**src/design/zrfd_pkg.sv**
```systemverilog
// Shared types and constants for the raw/RLE frame decoder.
// Holds the word structs of both channels, result codes and queue sizing.
// No dependencies.
package zrfd_pkg;

    localparam logic [31:0] FRAME_MAGIC   = 32'hFD2FB528;
    localparam logic [31:0] CAPACITY_RST  = 32'd1048576;

    localparam int OFIFO_DEPTH = 4;
    localparam int OFIFO_AW    = $clog2(OFIFO_DEPTH);
    localparam int OFIFO_CW    = $clog2(OFIFO_DEPTH + 1);

    localparam logic [1:0] KIND_DATA   = 2'd0;
    localparam logic [1:0] KIND_RUN    = 2'd1;
    localparam logic [1:0] KIND_STATUS = 2'd2;

    localparam logic [3:0] ST_OK          = 4'd0;
    localparam logic [3:0] ST_BAD_MAGIC   = 4'd1;
    localparam logic [3:0] ST_HDR_TRUNC   = 4'd2;
    localparam logic [3:0] ST_SIZE_TRUNC  = 4'd3;
    localparam logic [3:0] ST_BHDR_TRUNC  = 4'd4;
    localparam logic [3:0] ST_RAW_ERR     = 4'd5;
    localparam logic [3:0] ST_RLE_ERR     = 4'd6;
    localparam logic [3:0] ST_BAD_TYPE    = 4'd7;
    localparam logic [3:0] ST_SIZE_MISM   = 4'd8;

    typedef struct packed {
        logic [7:0] in_byte;
        logic       in_last;
    } t_in_word;

    typedef struct packed {
        logic [1:0]  out_kind;
        logic [7:0]  out_value;
        logic [20:0] run_length;
        logic [3:0]  status;
        logic [31:0] out_total;
        logic        out_last;
    } t_out_word;

    typedef struct packed {
        logic      data_v;
        logic      stat_v;
        t_out_word data_w;
        t_out_word stat_w;
    } t_push;

endpackage

```
**src/design/zrfd_apb.sv**
```systemverilog
// Configuration register block with an APB-style slave port.
// Holds the output capacity limit; depends on zrfd_pkg.
module zrfd_apb (
    input  logic        i_clk,
    input  logic        i_rst_n,
    input  logic        psel,
    input  logic        penable,
    input  logic        pwrite,
    input  logic [2:0]  paddr,
    input  logic [31:0] pwdata,
    output logic [31:0] prdata,
    output logic        pready,
    output logic [31:0] o_capacity
);
    import zrfd_pkg::*;

    logic [31:0] r_capacity;

    always_ff @(posedge i_clk) begin
        if (!i_rst_n) begin
            r_capacity <= CAPACITY_RST;
        end else if (psel && penable && pwrite && !paddr[2]) begin
            r_capacity <= pwdata;
        end
    end

    assign pready     = 1'b1;
    assign prdata     = paddr[2] ? 32'd0 : r_capacity;
    assign o_capacity = r_capacity;

endmodule

```
**src/design/zrfd_parser.sv**
```systemverilog
// Frame parser: holds the decode state and turns one accepted byte into
// up to one data or run word plus one status word. Depends on zrfd_pkg.
module zrfd_parser (
    input  logic              i_clk,
    input  logic              i_rst_n,
    input  logic              i_accept,
    input  zrfd_pkg::t_in_word i_word,
    input  logic [31:0]       i_capacity,
    output zrfd_pkg::t_push   o_push
);
    import zrfd_pkg::*;

    localparam logic [3:0] PH_MAGIC  = 4'd0;
    localparam logic [3:0] PH_DESC   = 4'd1;
    localparam logic [3:0] PH_WINDOW = 4'd2;
    localparam logic [3:0] PH_DICT   = 4'd3;
    localparam logic [3:0] PH_FCS    = 4'd4;
    localparam logic [3:0] PH_BHDR   = 4'd5;
    localparam logic [3:0] PH_RAW    = 4'd6;
    localparam logic [3:0] PH_RLE    = 4'd7;
    localparam logic [3:0] PH_DONE   = 4'd8;
    localparam logic [3:0] PH_ERR    = 4'd9;

    logic [3:0]  r_phase,     n_phase;
    logic [3:0]  r_fcnt,      n_fcnt;
    logic [31:0] r_magic,     n_magic;
    logic [1:0]  r_size_code, n_size_code;
    logic [2:0]  r_dict_rem,  n_dict_rem;
    logic [63:0] r_decl,      n_decl;
    logic [23:0] r_hdr,       n_hdr;
    logic [20:0] r_blk_rem,   n_blk_rem;
    logic        r_blk_last,  n_blk_last;
    logic [31:0] r_prod,      n_prod;
    logic [3:0]  r_fcs_len,   n_fcs_len;

    logic [7:0]  b;
    logic [3:0]  fcnt_inc;
    logic [23:0] hdr_new;
    logic [20:0] bsize;
    logic [1:0]  btype;
    logic        over;
    logic        go_dict, go_fcs, go_bhdr, done_req;
    logic        data_v, stat_v;
    logic [1:0]  data_kind;
    logic [20:0] data_len;
    logic [3:0]  stat_code;
    logic [31:0] stat_total;
    logic [3:0]  last_code;

    always_comb begin
        b        = i_word.in_byte;
        fcnt_inc = r_fcnt + 4'd1;
        hdr_new  = r_hdr | (24'(b) << {r_fcnt[1:0], 3'b000});
        bsize    = hdr_new[23:3];
        btype    = hdr_new[2:1];
        over     = ({1'b0, r_prod} + 33'(bsize)) > {1'b0, i_capacity};

        n_phase     = r_phase;
        n_fcnt      = r_fcnt;
        n_magic     = r_magic;
        n_size_code = r_size_code;
        n_dict_rem  = r_dict_rem;
        n_decl      = r_decl;
        n_hdr       = r_hdr;
        n_blk_rem   = r_blk_rem;
        n_blk_last  = r_blk_last;
        n_prod      = r_prod;
        n_fcs_len   = r_fcs_len;

        go_dict    = 1'b0;
        go_fcs     = 1'b0;
        go_bhdr    = 1'b0;
        done_req   = 1'b0;
        data_v     = 1'b0;
        data_kind  = KIND_DATA;
        data_len   = 21'd1;
        stat_v     = 1'b0;
        stat_code  = ST_OK;
        stat_total = 32'd0;
        last_code  = ST_OK;

        unique case (r_phase)
            PH_MAGIC: begin
                n_magic = {b, r_magic[31:8]};
                n_fcnt  = fcnt_inc;
                if (fcnt_inc >= 4'd4) begin
                    if (n_magic != FRAME_MAGIC) begin
                        stat_v    = 1'b1;
                        stat_code = ST_BAD_MAGIC;
                        n_phase   = PH_ERR;
                    end else begin
                        n_phase = PH_DESC;
                    end
                end
            end
            PH_DESC: begin
                n_size_code = b[7:6];
                n_dict_rem  = (b[1:0] == 2'd3) ? 3'd4 : {1'b0, b[1:0]};
                unique case (b[7:6])
                    2'd0:    n_fcs_len = {3'b000, b[5]};
                    2'd1:    n_fcs_len = 4'd2;
                    2'd2:    n_fcs_len = 4'd4;
                    default: n_fcs_len = 4'd8;
                endcase
                n_decl = 64'd0;
                if (b[5]) begin
                    go_dict = 1'b1;
                end else begin
                    n_phase = PH_WINDOW;
                end
            end
            PH_WINDOW: begin
                go_dict = 1'b1;
            end
            PH_DICT: begin
                n_dict_rem = r_dict_rem - 3'd1;
                if (n_dict_rem == 3'd0) begin
                    go_fcs = 1'b1;
                end
            end
            PH_FCS: begin
                n_decl = r_decl | (64'(b) << {r_fcnt[2:0], 3'b000});
                n_fcnt = fcnt_inc;
                if (fcnt_inc >= r_fcs_len) begin
                    if (r_size_code == 2'd1) begin
                        n_decl = {47'd0, 17'(n_decl[15:0]) + 17'd256};
                    end
                    go_bhdr = 1'b1;
                end
            end
            PH_BHDR: begin
                n_hdr  = hdr_new;
                n_fcnt = fcnt_inc;
                if (fcnt_inc >= 4'd3) begin
                    n_blk_last = hdr_new[0];
                    if (btype == 2'd0) begin
                        if (over) begin
                            stat_v    = 1'b1;
                            stat_code = ST_RAW_ERR;
                            n_phase   = PH_ERR;
                        end else if (bsize == 21'd0) begin
                            done_req = 1'b1;
                        end else begin
                            n_blk_rem = bsize;
                            n_phase   = PH_RAW;
                        end
                    end else if (btype == 2'd1) begin
                        if (over) begin
                            stat_v    = 1'b1;
                            stat_code = ST_RLE_ERR;
                            n_phase   = PH_ERR;
                        end else begin
                            n_blk_rem = bsize;
                            n_phase   = PH_RLE;
                        end
                    end else begin
                        stat_v    = 1'b1;
                        stat_code = ST_BAD_TYPE;
                        n_phase   = PH_ERR;
                    end
                end
            end
            PH_RAW: begin
                data_v    = 1'b1;
                data_kind = KIND_DATA;
                data_len  = 21'd1;
                n_prod    = r_prod + 32'd1;
                n_blk_rem = r_blk_rem - 21'd1;
                if (n_blk_rem == 21'd0) begin
                    done_req = 1'b1;
                end
            end
            PH_RLE: begin
                if (r_blk_rem != 21'd0) begin
                    data_v    = 1'b1;
                    data_kind = KIND_RUN;
                    data_len  = r_blk_rem;
                    n_prod    = r_prod + 32'(r_blk_rem);
                end
                done_req = 1'b1;
            end
            default: begin
            end
        endcase

        if (done_req) begin
            if (n_blk_last) begin
                if (r_decl != 64'd0 && r_decl != {32'd0, n_prod}) begin
                    stat_v    = 1'b1;
                    stat_code = ST_SIZE_MISM;
                    n_phase   = PH_ERR;
                end else begin
                    stat_v     = 1'b1;
                    stat_code  = ST_OK;
                    stat_total = n_prod;
                    n_phase    = PH_DONE;
                end
            end else begin
                go_bhdr = 1'b1;
            end
        end
        if (go_dict) begin
            if (n_dict_rem != 3'd0) begin
                n_phase = PH_DICT;
            end else begin
                go_fcs = 1'b1;
            end
        end
        if (go_fcs) begin
            if (n_fcs_len != 4'd0) begin
                n_fcnt  = 4'd0;
                n_phase = PH_FCS;
            end else begin
                go_bhdr = 1'b1;
            end
        end
        if (go_bhdr) begin
            n_fcnt  = 4'd0;
            n_hdr   = 24'd0;
            n_phase = PH_BHDR;
        end

        if (i_word.in_last) begin
            unique case (n_phase)
                PH_MAGIC, PH_DESC:  last_code = ST_BAD_MAGIC;
                PH_WINDOW, PH_DICT: last_code = ST_HDR_TRUNC;
                PH_FCS:             last_code = ST_SIZE_TRUNC;
                PH_BHDR:            last_code = ST_BHDR_TRUNC;
                PH_RAW:             last_code = ST_RAW_ERR;
                PH_RLE:             last_code = ST_RLE_ERR;
                default:            last_code = ST_OK;
            endcase
            if (last_code != ST_OK) begin
                stat_v     = 1'b1;
                stat_code  = last_code;
                stat_total = 32'd0;
            end
            n_phase     = PH_MAGIC;
            n_fcnt      = 4'd0;
            n_magic     = 32'd0;
            n_size_code = 2'd0;
            n_dict_rem  = 3'd0;
            n_decl      = 64'd0;
            n_hdr       = 24'd0;
            n_blk_rem   = 21'd0;
            n_blk_last  = 1'b0;
            n_prod      = 32'd0;
            n_fcs_len   = 4'd0;
        end

        o_push.data_v            = i_accept && data_v;
        o_push.stat_v            = i_accept && stat_v;
        o_push.data_w.out_kind   = data_kind;
        o_push.data_w.out_value  = b;
        o_push.data_w.run_length = data_len;
        o_push.data_w.status     = ST_OK;
        o_push.data_w.out_total  = 32'd0;
        o_push.data_w.out_last   = !stat_v;
        o_push.stat_w.out_kind   = KIND_STATUS;
        o_push.stat_w.out_value  = 8'd0;
        o_push.stat_w.run_length = 21'd1;
        o_push.stat_w.status     = stat_code;
        o_push.stat_w.out_total  = stat_total;
        o_push.stat_w.out_last   = 1'b1;
    end

    always_ff @(posedge i_clk) begin
        if (!i_rst_n) begin
            r_phase     <= PH_MAGIC;
            r_fcnt      <= 4'd0;
            r_magic     <= 32'd0;
            r_size_code <= 2'd0;
            r_dict_rem  <= 3'd0;
            r_decl      <= 64'd0;
            r_hdr       <= 24'd0;
            r_blk_rem   <= 21'd0;
            r_blk_last  <= 1'b0;
            r_prod      <= 32'd0;
            r_fcs_len   <= 4'd0;
        end else if (i_accept) begin
            r_phase     <= n_phase;
            r_fcnt      <= n_fcnt;
            r_magic     <= n_magic;
            r_size_code <= n_size_code;
            r_dict_rem  <= n_dict_rem;
            r_decl      <= n_decl;
            r_hdr       <= n_hdr;
            r_blk_rem   <= n_blk_rem;
            r_blk_last  <= n_blk_last;
            r_prod      <= n_prod;
            r_fcs_len   <= n_fcs_len;
        end
    end

endmodule

```
**src/design/zrfd_ofifo.sv**
```systemverilog
// Result queue: takes up to two words a cycle from the parser and hands
// out one word a cycle while the output is not stalled. Depends on zrfd_pkg.
module zrfd_ofifo (
    input  logic                i_clk,
    input  logic                i_rst_n,
    input  zrfd_pkg::t_push     i_push,
    input  logic                i_out_stall,
    output logic                o_out_valid,
    output zrfd_pkg::t_out_word o_out_word,
    output logic                o_almost_full
);
    import zrfd_pkg::*;

    t_out_word             r_mem [OFIFO_DEPTH];
    logic [OFIFO_AW-1:0]   r_wr, r_rd;
    logic [OFIFO_CW-1:0]   r_cnt;
    logic                  pop;
    logic [OFIFO_AW-1:0]   stat_addr;
    logic [OFIFO_CW-1:0]   n_push;

    assign pop           = (r_cnt != '0) && !i_out_stall;
    assign stat_addr     = r_wr + OFIFO_AW'(i_push.data_v);
    assign n_push        = OFIFO_CW'(i_push.data_v) + OFIFO_CW'(i_push.stat_v);
    assign o_out_valid   = (r_cnt != '0);
    assign o_out_word    = r_mem[r_rd];
    assign o_almost_full = r_cnt > OFIFO_CW'(OFIFO_DEPTH - 2);

    always_ff @(posedge i_clk) begin
        if (i_push.data_v) begin
            r_mem[r_wr] <= i_push.data_w;
        end
        if (i_push.stat_v) begin
            r_mem[stat_addr] <= i_push.stat_w;
        end
    end

    always_ff @(posedge i_clk) begin
        if (!i_rst_n) begin
            r_wr  <= '0;
            r_rd  <= '0;
            r_cnt <= '0;
        end else begin
            r_wr  <= r_wr + OFIFO_AW'(n_push);
            r_rd  <= r_rd + OFIFO_AW'(pop);
            r_cnt <= r_cnt + n_push - OFIFO_CW'(pop);
        end
    end

endmodule

```
**src/design/zstd_raw_rle_frame_decoder.sv**
```systemverilog
// Top level of the raw/RLE frame decoder.
// Instantiates zrfd_apb, zrfd_parser and zrfd_ofifo; depends on zrfd_pkg.
//
// The input channel takes one compressed byte per word, with in_last set on
// the final byte of a buffer. The output channel gives data bytes, runs and
// end status words; out_last marks the last word caused by one input byte.
// Each input byte is parsed in the cycle it is accepted, and its words are
// written into a four-entry result queue and shown on the output in order.
// One byte is accepted every cycle while the queue has room for two words;
// a byte that causes two words (a final raw byte and its status) takes two
// queue entries, so the sustained rate is one byte per cycle only at one
// word per byte.
// When the receiver stalls, the head word holds and the queue fills; the
// input channel stalls as soon as fewer than two entries are free.
// Reset clears the parse state, empties the queue and sets the capacity
// register to 1048576. The capacity register sits at byte address 0 and
// should only be written while no frame is in flight.
module zstd_raw_rle_frame_decoder (
    input  logic                i_clk,
    input  logic                i_rst_n,
    input  zrfd_pkg::t_in_word  i_in_word,
    input  logic                i_in_valid,
    output logic                o_in_stall,
    output zrfd_pkg::t_out_word o_out_word,
    output logic                o_out_valid,
    input  logic                i_out_stall,
    input  logic                psel,
    input  logic                penable,
    input  logic                pwrite,
    input  logic [2:0]          paddr,
    input  logic [31:0]         pwdata,
    output logic [31:0]         prdata,
    output logic                pready
);
    import zrfd_pkg::*;

    logic        accept;
    logic [31:0] capacity;
    t_push       push;

    assign accept = i_in_valid && !o_in_stall;

    zrfd_apb u_apb (
        .i_clk      (i_clk),
        .i_rst_n    (i_rst_n),
        .psel       (psel),
        .penable    (penable),
        .pwrite     (pwrite),
        .paddr      (paddr),
        .pwdata     (pwdata),
        .prdata     (prdata),
        .pready     (pready),
        .o_capacity (capacity)
    );

    zrfd_parser u_parser (
        .i_clk      (i_clk),
        .i_rst_n    (i_rst_n),
        .i_accept   (accept),
        .i_word     (i_in_word),
        .i_capacity (capacity),
        .o_push     (push)
    );

    zrfd_ofifo u_ofifo (
        .i_clk         (i_clk),
        .i_rst_n       (i_rst_n),
        .i_push        (push),
        .i_out_stall   (i_out_stall),
        .o_out_valid   (o_out_valid),
        .o_out_word    (o_out_word),
        .o_almost_full (o_in_stall)
    );

endmodule

```
**config.mk**
```make
export PLATFORM = sky130hd
export DESIGN_NAME = zstd_raw_rle_frame_decoder
export DESIGN_NICKNAME = d
export VERILOG_FILES = /design/src/design/zrfd_pkg.sv /design/src/design/zrfd_apb.sv /design/src/design/zrfd_parser.sv /design/src/design/zrfd_ofifo.sv /design/src/design/zstd_raw_rle_frame_decoder.sv
export SDC_FILE = /design/constraint.sdc
export NUM_CORES = 1
export LEC_CHECK = 0
export BUFFER_PORTS_ARGS = -buffer_cell sky130_fd_sc_hd__buf_2
export CAP_MARGIN = 10
export CELL_PAD_IN_SITES_DETAIL_PLACEMENT = 1
export CELL_PAD_IN_SITES_GLOBAL_PLACEMENT = 2
export CORE_AREA = 8 8 283 257
export CTS_CLUSTER_DIAMETER = 60
export DETAILED_ROUTE_END_ITERATION = 7
export DIE_AREA = 0 0 291 265
export GPL_ROUTABILITY_DRIVEN = 0
export PLACE_DENSITY = 0.86
export SYNTH_ARGS = -nofsm -noshare
export SYNTH_HDL_FRONTEND = slang
export SYNTH_SLANG_ARGS = --single-unit
```
**constraint.sdc**
```tcl
create_clock -name i_clk -period 22.1 [get_ports i_clk]
set_clock_uncertainty 0.05 [all_clocks]
set_input_delay 6.63 -clock i_clk [delete_from_list [all_inputs] [get_ports i_clk]]
set_output_delay 6.63 -clock i_clk [all_outputs]
set_load 0.03 [all_outputs]
```
==> metrics.csv, run 1 <==
stage,metric,value,unit
min_path,worstHoldPathType,reg2reg,
synth,synth_xor_area_share,3.32,%
worst_setup_path,critPathLaunchType,input port,
cts,numCtsBuffers,56,
timing,slew_viol_final,0,
detailed_routing,postRouteAntennaNets,0,
detailed_routing,via_count,25800,
timing,fin_crit,16.28,ns
floorplan,num_rows,91,
worst_setup_path,worstSetupPathType,in2reg,
layout,fin_util,46.1,%
timing,maxSlewHeadroom,16.9,%
power,ir_worst_vdd,0.0577,mV
worst_setup_path,regToRegEndpoint,u_ofifo.r_mem[0][18]$_DFFE_PP_,
synth,synth_seq_area_share,40.1,%
detailed_routing,vias_per_cell,6.25,
synth,synthAdderAreaFrac,4.47,%
synth,synth_compound_area_share,17.4,%
cts,ctsHoldBuffers,0,
worst_setup_path,crit_slowest_cell,or4_2,
layout,drive_above_1_share,13.9,%
cts,path_clk_slew,0.06,ns
timing,worst_pin_slew,1.23,ns
timing,setup_violations,0,
floorplan,initial_core_util,41.5,%
detailed_routing,wirelength,102000,um
floorplan,core_area,68000,um^2
timing,finalCritPeriodShare,73.7,%
synth,postSynthAreaPerCell,8.79,um^2
placed_design,place.port_buffers,150,
timing,fin_setup_tns,0,ns
layout,nets,3351,
cts,cts_tree,built,
synth,synthMuxAreaShare,6.22,%
placed_design,dp_cells,4025,
floorplan,ioPinCount,154,
synth,ys_warn_count,0,
layout,stdcell_count,4125,
detailed_routing,dr.pass1.iters,5,
worst_setup_path,r2r_cells,33,
worst_setup_path,r2r_start,u_parser.r_fcnt[0]$_SDFFE_PN0P_,
floorplan,fp.dieH,265,um
placed_design,place_hpwl,69700,um
power,powerDensity,75.9,nW/um^2
synth,synthSimpleGateAreaFrac,23.3,%
synth,synthFlopType,dfxtp_1,
min_path,min_to,u_ofifo.r_mem[3][43]$_SDFFE_PN0P_,
timing,hold-worst-slack,0.403,ns
synth,syn-num-nets,3361,
synth,syn-instance-count,3211,
grt,grt_pass1_wl,158000,um
layout,area_growth,11.1,%
cts,cts.path.max_buffers,3,
cts,clock-sinks,494,
synth,synth_seq_cells,494,
grt,antenna_found_initial,0,
synth,synthArstFlopShare,0,%
grt,track_usage,25.5,%
timing,fmax,61.4,MHz
cts,cts_root_buffer,clkbuf_16,
timing,rsz0062_at_grt,no,
min_path,min-delay-start,u_ofifo.r_mem[3][43]$_SDFFE_PN0P_,
grt,overflow,0,
cts,clock_latency,0.62,ns
layout,num_antenna_cells,0,
grt,grt_pass1_vias,26900,
synth,synth_edf_count,144,
layout,layout_common_cells,"347 x dfxtp_1, 343 x nand2_1, 251 x nor2_1, 240 x a21oi_1, 156 x nor3_1",
grt,grt_max_degree,112,
detailed_routing,drtIter0Drc,2232,
outcome,status,completed,
flow_run,drv_cap,0,
synth,syn_area,28200,um^2
detailed_routing,route.detailed.drc,0,
worst_setup_path,required,22.29,ns
worst_setup_path,crit_arrival,16.47,ns
worst_setup_path,reg2reg_slack,11.13,ns
layout,layout_commonest_cell,dfxtp_1,
timing,finalHoldViolations,0,
worst_setup_path,end_kind,flip-flop,
cts,htreeDepth,2,
cts,ctsResizeCount,0,
floorplan,dieArea,77100,um^2
power,leakagePower,11.3,nW
synth,synth_top_family_by_area,simple AND/OR/NAND/NOR gates,
synth,ys_types,101,
worst_setup_path,cp_slowest_stage_delay,1.15,ns
min_path,hold_depth,2,
floorplan,die_w,291,um
worst_setup_path,cp_max_fo,40,
detailed_routing,wl_per_cell,24.7,um
cts,postCtsSetupBuffers,0,
synth_stat cells, drive strengths merged (49+ instances only):
| master | instances | area [um^2] |
|---|---|---|
| nand3 | 142 | 711 |
| edfxtp | 144 | 4320 |
| a21oi | 242 | 1210 |
| ha | 96 | 1200 |
| nor4 | 49 | 334 |
| o21ai | 114 | 571 |
| inv | 83 | 312 |
| clkbuf | 238 | 895 |
| a31oi | 79 | 500 |
| nor2b | 79 | 494 |
| dfxtp | 350 | 7010 |
| nand4 | 49 | 307 |
| xnor2 | 65 | 569 |
| nor3 | 181 | 1020 |
| nor2 | 256 | 968 |
| nand2 | 343 | 1290 |
| mux4 | 68 | 1530 |
sequential cells by signal, summed over array words and instances, names as in the netlist:
name                  flops
u_ofifo.r_rd              2
u_ofifo.r_wr              2
u_parser.r_fcs_len        4
u_parser.r_dict_rem       3
u_apb.o_capacity         32
u_parser.r_size_code      2
u_ofifo.r_mem           272
u_parser.r_fcnt           4
u_parser.r_magic         24
u_parser.r_prod          32
u_parser.r_phase          4
u_ofifo.r_cnt             3
u_parser.r_decl          64
u_parser.r_blk_last       1
u_parser.r_blk_rem       21
u_parser.r_hdr           24
per-layer routing:
layer / vias up / GRT usage, % / share of wire, %
li1: 11700 / - / -
met1: 13100 / 34.0 / 43
met2: 845 / 42.9 / 48
met3: 175 / 3.29 / 6.3
met4: 0 / 8.22 / 3.0
met5: - / 0 / 0
worst max-delay path by stage:
stage / from / endpoint
after floorplan: i_in_word[4] / u_ofifo.r_mem[1][10]$_DFFE_PP_
after global placement: i_in_word[4] / u_ofifo.r_mem[0][23]$_DFFE_PP_
after detailed placement: i_in_word[4] / u_ofifo.r_mem[0][23]$_DFFE_PP_
after CTS: i_in_word[4] / u_ofifo.r_mem[0][18]$_DFFE_PP_
after global routing: i_in_word[4] / u_ofifo.r_mem[0][18]$_DFFE_PP_
final: i_in_word[4] / u_ofifo.r_mem[0][18]$_DFFE_PP_
cell families (layout without fill, tap and decap cells):
group,Yosys count,after routing
flops,494,494
xor+xnor,107,107
compound gates,759,759
buf+inv,361,392
mux,90,90
other cells,1,1
fa+ha+maj,99,99
simple gates,1300,1300
stage by stage:
stage               setup slack, ns  cell area (um^2)  power [mW]
finish                         5.82             31400        2.38
detailed placement             5.31             29500        1.46
CTS                            5.90             31300        2.40
global route                   5.32             31400        2.47
floorplan                      6.41             28200        1.31
global placement               5.46             29500        1.44
layout make-up:
type | instances | area (um^2)
inverter | 83 | 312
clock buffer | 73 | 1550
sequential | 494 | 11300
timing repair buffer | 210 | 1210
multi-input combinational | 2356 | 15500
fill | 7810 | 36600
clock inverter | 26 | 302
tap | 883 | 1100
where the power goes:
group          total [mW]  internal [mW]  switching (mW)
logic               0.444          0.155           0.289
registers           0.991          0.956          0.0346
clock network       0.945          0.553           0.392
critical path: cells and delay by family:
| kind | cells | cell delay (ns) |
|---|---|---|
| adders and majority gates | 4 | 1.37 |
| and+or+nand+nor | 11 | 3.26 |
| buffers and inverters | 5 | 1.18 |
| AOI/OAI and AO/OA | 13 | 3.84 |
| xor gates and xnor gates | 1 | 0.07 |
Power figures use the tool's default switching activity.
==> inputs of run 2 (changes only) <==
Settings changed: ABC_AREA set to 1, CORE_AREA 8 8 283 257 to 8 8 326 296, DIE_AREA 0 0 291 265 to 0 0 334 304, PLACE_DENSITY 0.86 to 0.77.
Clock period 22.1 ns to 14.25 ns, I/O delays scaled along.
==> run 2 against run 1 <==
  * First-iteration DRC count down 8.3%
  * Synthesized cell count up 32%
  * Largest power group is now the clock network
  * Clock power up 85%
  * Flip-flop and latch count unchanged
  * Register-to-register slack worse by 6.4 ns
  * Die area up 32%
  * Non-clock buffer count down 22
==> metrics.csv, run 2 <==
stage,metric,value,unit,change
grt,grt_max_degree,91,,-19%
timing,fin_setup_tns,0,ns,unchanged
synth,syn-instance-count,4245,,+32%
timing,finalHoldViolations,0,,unchanged
placed_design,place_hpwl,81400,um,+17%
floorplan,initial_core_util,31.8,%,-9.8 points
worst_setup_path,end_kind,flip-flop,,
layout,top_regs,"u_ofifo.r_mem: 272 flops, u_parser.r_decl: 64 flops",,
worst_setup_path,critPathLaunchType,input port,,
worst_setup_path,path_buf_inv,7,,+2
worst_setup_path,cp_slowest_stage_delay,0.44,ns,-0.71 ns
grt,track_usage,21.5,%,-4.0 points
detailed_routing,wirelength,112000,um,+10%
cts,cts_tree,built,,
synth,yosysTopAreaCellShare,24.3,%,-0.49 points
placed_design,place.port_buffers,150,,unchanged
synth,syn_area,28800,um^2,+2.0%
synth,synth_edf_count,144,,unchanged
detailed_routing,dr.pass1.iters,7,,+2
detailed_routing,wl_per_cell,20.3,um,-18%
floorplan,fp.dieH,304,um,+15%
outcome,status,completed,,
power,pwr-share-seq,35.7,%,-5.9 points
grt,overflow,0,,unchanged
power,leakagePower,14.7,nW,+30%
layout,drive_above_1_share,8.56,%,-5.4 points
cts,postCtsSetupBuffers,0,,unchanged
synth,syn-num-nets,4395,,+31%
layout,top_register,u_ofifo.r_mem,,
timing,fin_crit,12.56,ns,
layout,layout_commonest_cell,nand2_1,,
layout,nets,4453,,+33%
power,p_sw,1.69,mW,+140%
detailed_routing,postRouteAntennaNets,0,,unchanged
power,pwr-share-clk,37.6,%,-2.1 points
worst_setup_path,crit_family,simple AND/OR/NAND/NOR gates,,
worst_setup_path,required,14.68,ns,-7.61 ns
timing,setup_violations,0,,unchanged
worst_setup_path,crit_arrival,12.99,ns,-3.48 ns
power,switching_share,36.2,%,+6.1 points
synth,synthArstFlopShare,0,%,unchanged
floorplan,ioPinCount,154,,unchanged
floorplan,core_area,90600,um^2,+33%
layout,layout_common_cells,"1042 x nand2_1, 590 x nor2_1, 556 x inv_1, 358 x o21ai_0, 348 x dfxtp_1",,
grt,grt_pass1_wl,172000,um,+9.0%
cts,path_clk_slew,0.06,ns,about the same
synth,synthFlopType,dfxtp_1,,
timing,hold-worst-slack,0.401,ns,-0.00189 ns
floorplan,dieArea,102000,um^2,+32%
synth,synth_seq_area_share,39.4,%,-0.79 points
worst_setup_path,cpMostUsedCell,nand2_1,,
synth,yosys.area.top_type,dfxtp_1,,
detailed_routing,route.detailed.drc,0,,unchanged
timing,finalCritPeriodShare,88.2,%,
timing,slew_viol_final,0,,unchanged
power,internal_power,2.97,mW,+79%
worst_setup_path,crit_slowest_cell,fa_1,,
synth,synth_seq_cells,494,,unchanged
cts,clock-sinks,494,,unchanged
power,ir_worst_vdd,0.0911,mV,+58%
floorplan,die_w,334,um,+15%
floorplan,num_rows,105,,+15%
grt,antenna_found_initial,3,,+3
worst_setup_path,cp_max_fo,8,,-80%
cts,clock_latency,0.63,ns,about the same
timing,maxSlewHeadroom,23.2,%,+6.3 points
detailed_routing,vias_per_cell,5.07,,-19%
min_path,worstHoldPathType,reg2reg,,
timing,fmax,79.6,MHz,
cts,ctsHoldBuffers,0,,unchanged
power,powerDensity,142,nW/um^2,+87%
synth,postSynthAreaPerCell,6.78,um^2,-23%
synth,synth_top_cells_by_count,"1042 x nand2_1, 592 x nor2_1, 557 x inv_1, 359 x o21ai_0, 350 x dfxtp_1",,
synth,ys_warn_count,0,,unchanged
cts,cts.path.max_buffers,3,,unchanged
layout,area_growth,13.8,%,
cts,ctsResizeCount,0,,unchanged
layout,largest_reg_flops,272,,unchanged
detailed_routing,via_count,28100,,+8.9%
detailed_routing,drtIter0Drc,2046,,-8.3%
layout,n_fill_cell,11500,,+47%
cts,cts_root_buffer,clkbuf_16,,
timing,rsz0062_at_grt,no,,
cts,numCtsBuffers,70,,+25%
synth,synthTopCellsByArea,"dfxtp_1 24%, edfxtp_1 15%, nand2_1 14%",,
worst_setup_path,worstSetupPathType,in2reg,,
synth,ys_types,53,,-48%
power,p_comb_share,26.6,%,+7.9 points
synth,yosysMostFrequentCell,nand2_1,,
flow_run,drv_cap,0,,unchanged
grt,grt_pass1_vias,28000,,+4.4%
cts,htreeDepth,3,,+1
timing,worst_pin_slew,1.15,ns,-0.0788 ns
==> run 2: cell count changes after synthesis, sizes merged, moves of 46 or more <==
cell    delta
a21o      -46
a31oi     -73
clkbuf    -84
inv      +489
mux4      -68
nand2    +700
nand3     +85
nor2     +345
nor2b     -79
nor3     -135
o21ai    +251
o22ai     +59
xnor2     -49
==> run 2: tightest hold or removal path: cells and delay by family, from the launching register on <==
family           cells  cell delay [ns]
flip-flops           1             0.31
AND/OR/NAND/NOR      2             0.10
==> run 2: worst paths after layout <==
| path | from | to | slack, ns | cells past startpoint |
|---|---|---|---|---|
| max | i_in_word[2] | u_ofifo.r_cnt[2]$_SDFF_PN0_ | 1.69 | 45 |
| min | u_ofifo.r_mem[1][67]$_SDFFE_PP1P_ | u_ofifo.r_mem[1][67]$_SDFFE_PP1P_ | 0.40 | 2 |
| max reg2reg | u_parser.r_fcnt[0]$_SDFFE_PN0P_ | u_ofifo.r_cnt[2]$_SDFF_PN0_ | 4.74 | 46 |
| min reg2reg | u_ofifo.r_mem[1][67]$_SDFFE_PP1P_ | u_ofifo.r_mem[1][67]$_SDFFE_PP1P_ | 0.40 | 2 |
==> run 2: metal layers <==
metal	wire (um)	part of all wire, %	track usage [%]	up-vias
li1	-	-	-	13800
met1	56500	50	31.4	13600
met2	48300	43	33.4	566
met3	5000	4.5	3.02	141
met4	2310	2.1	4.72	0
met5	0	0	0	-
==> run 2: cells by family after synthesis <==
logic type / share of synthesized area [%]
DFF: 39.4
and+or+nand+nor: 28.7
buffers and inverters: 10.6
AOI/OAI and AO/OA: 15.1
xor gates and xnor gates: 1.76
other: 0.0130
adders and majority gates: 4.38
==> run 2: area by class of cell <==
class                      instances  area [um^2]  share of cell area, %
antenna                            1         2.50                0.00764
clock buffer                      87         1910                   5.82
clock inverter                    39          410                   1.25
inverter                         579         2180                   6.65
multi-input combinational       2970        14400                   44.0
sequential                       494        11300                   34.6
tap                             1177         1470                   4.49
timing repair buffer             188         1040                   3.16
==> run 2: metrics by stage <==
stage	area [um^2]	std cells	power, mW	setup slack (ns)	util, %
2_1_floorplan	28800	4245	2.53	3.28	-
3_3_place_gp	30500	5408	2.93	1.14	33.6
3_5_place_dp	30500	5408	2.95	0.999	33.6
4_1_cts	32800	5534	4.73	1.65	36.2
5_1_grt	32800	5535	4.91	0.852	36.2
6_report	32800	5535	4.66	1.69	36.2
==> run 2: power by group through the flow <==
stage | clock network, mW | logic [mW] | registers (mW)
after floorplan | 0 | 0.879 | 1.65
after global placement | 0 | 1.23 | 1.69
after detailed placement | 0 | 1.26 | 1.70
after CTS | 1.80 | 1.26 | 1.67
after global routing | 1.85 | 1.38 | 1.68
final | 1.75 | 1.24 | 1.67
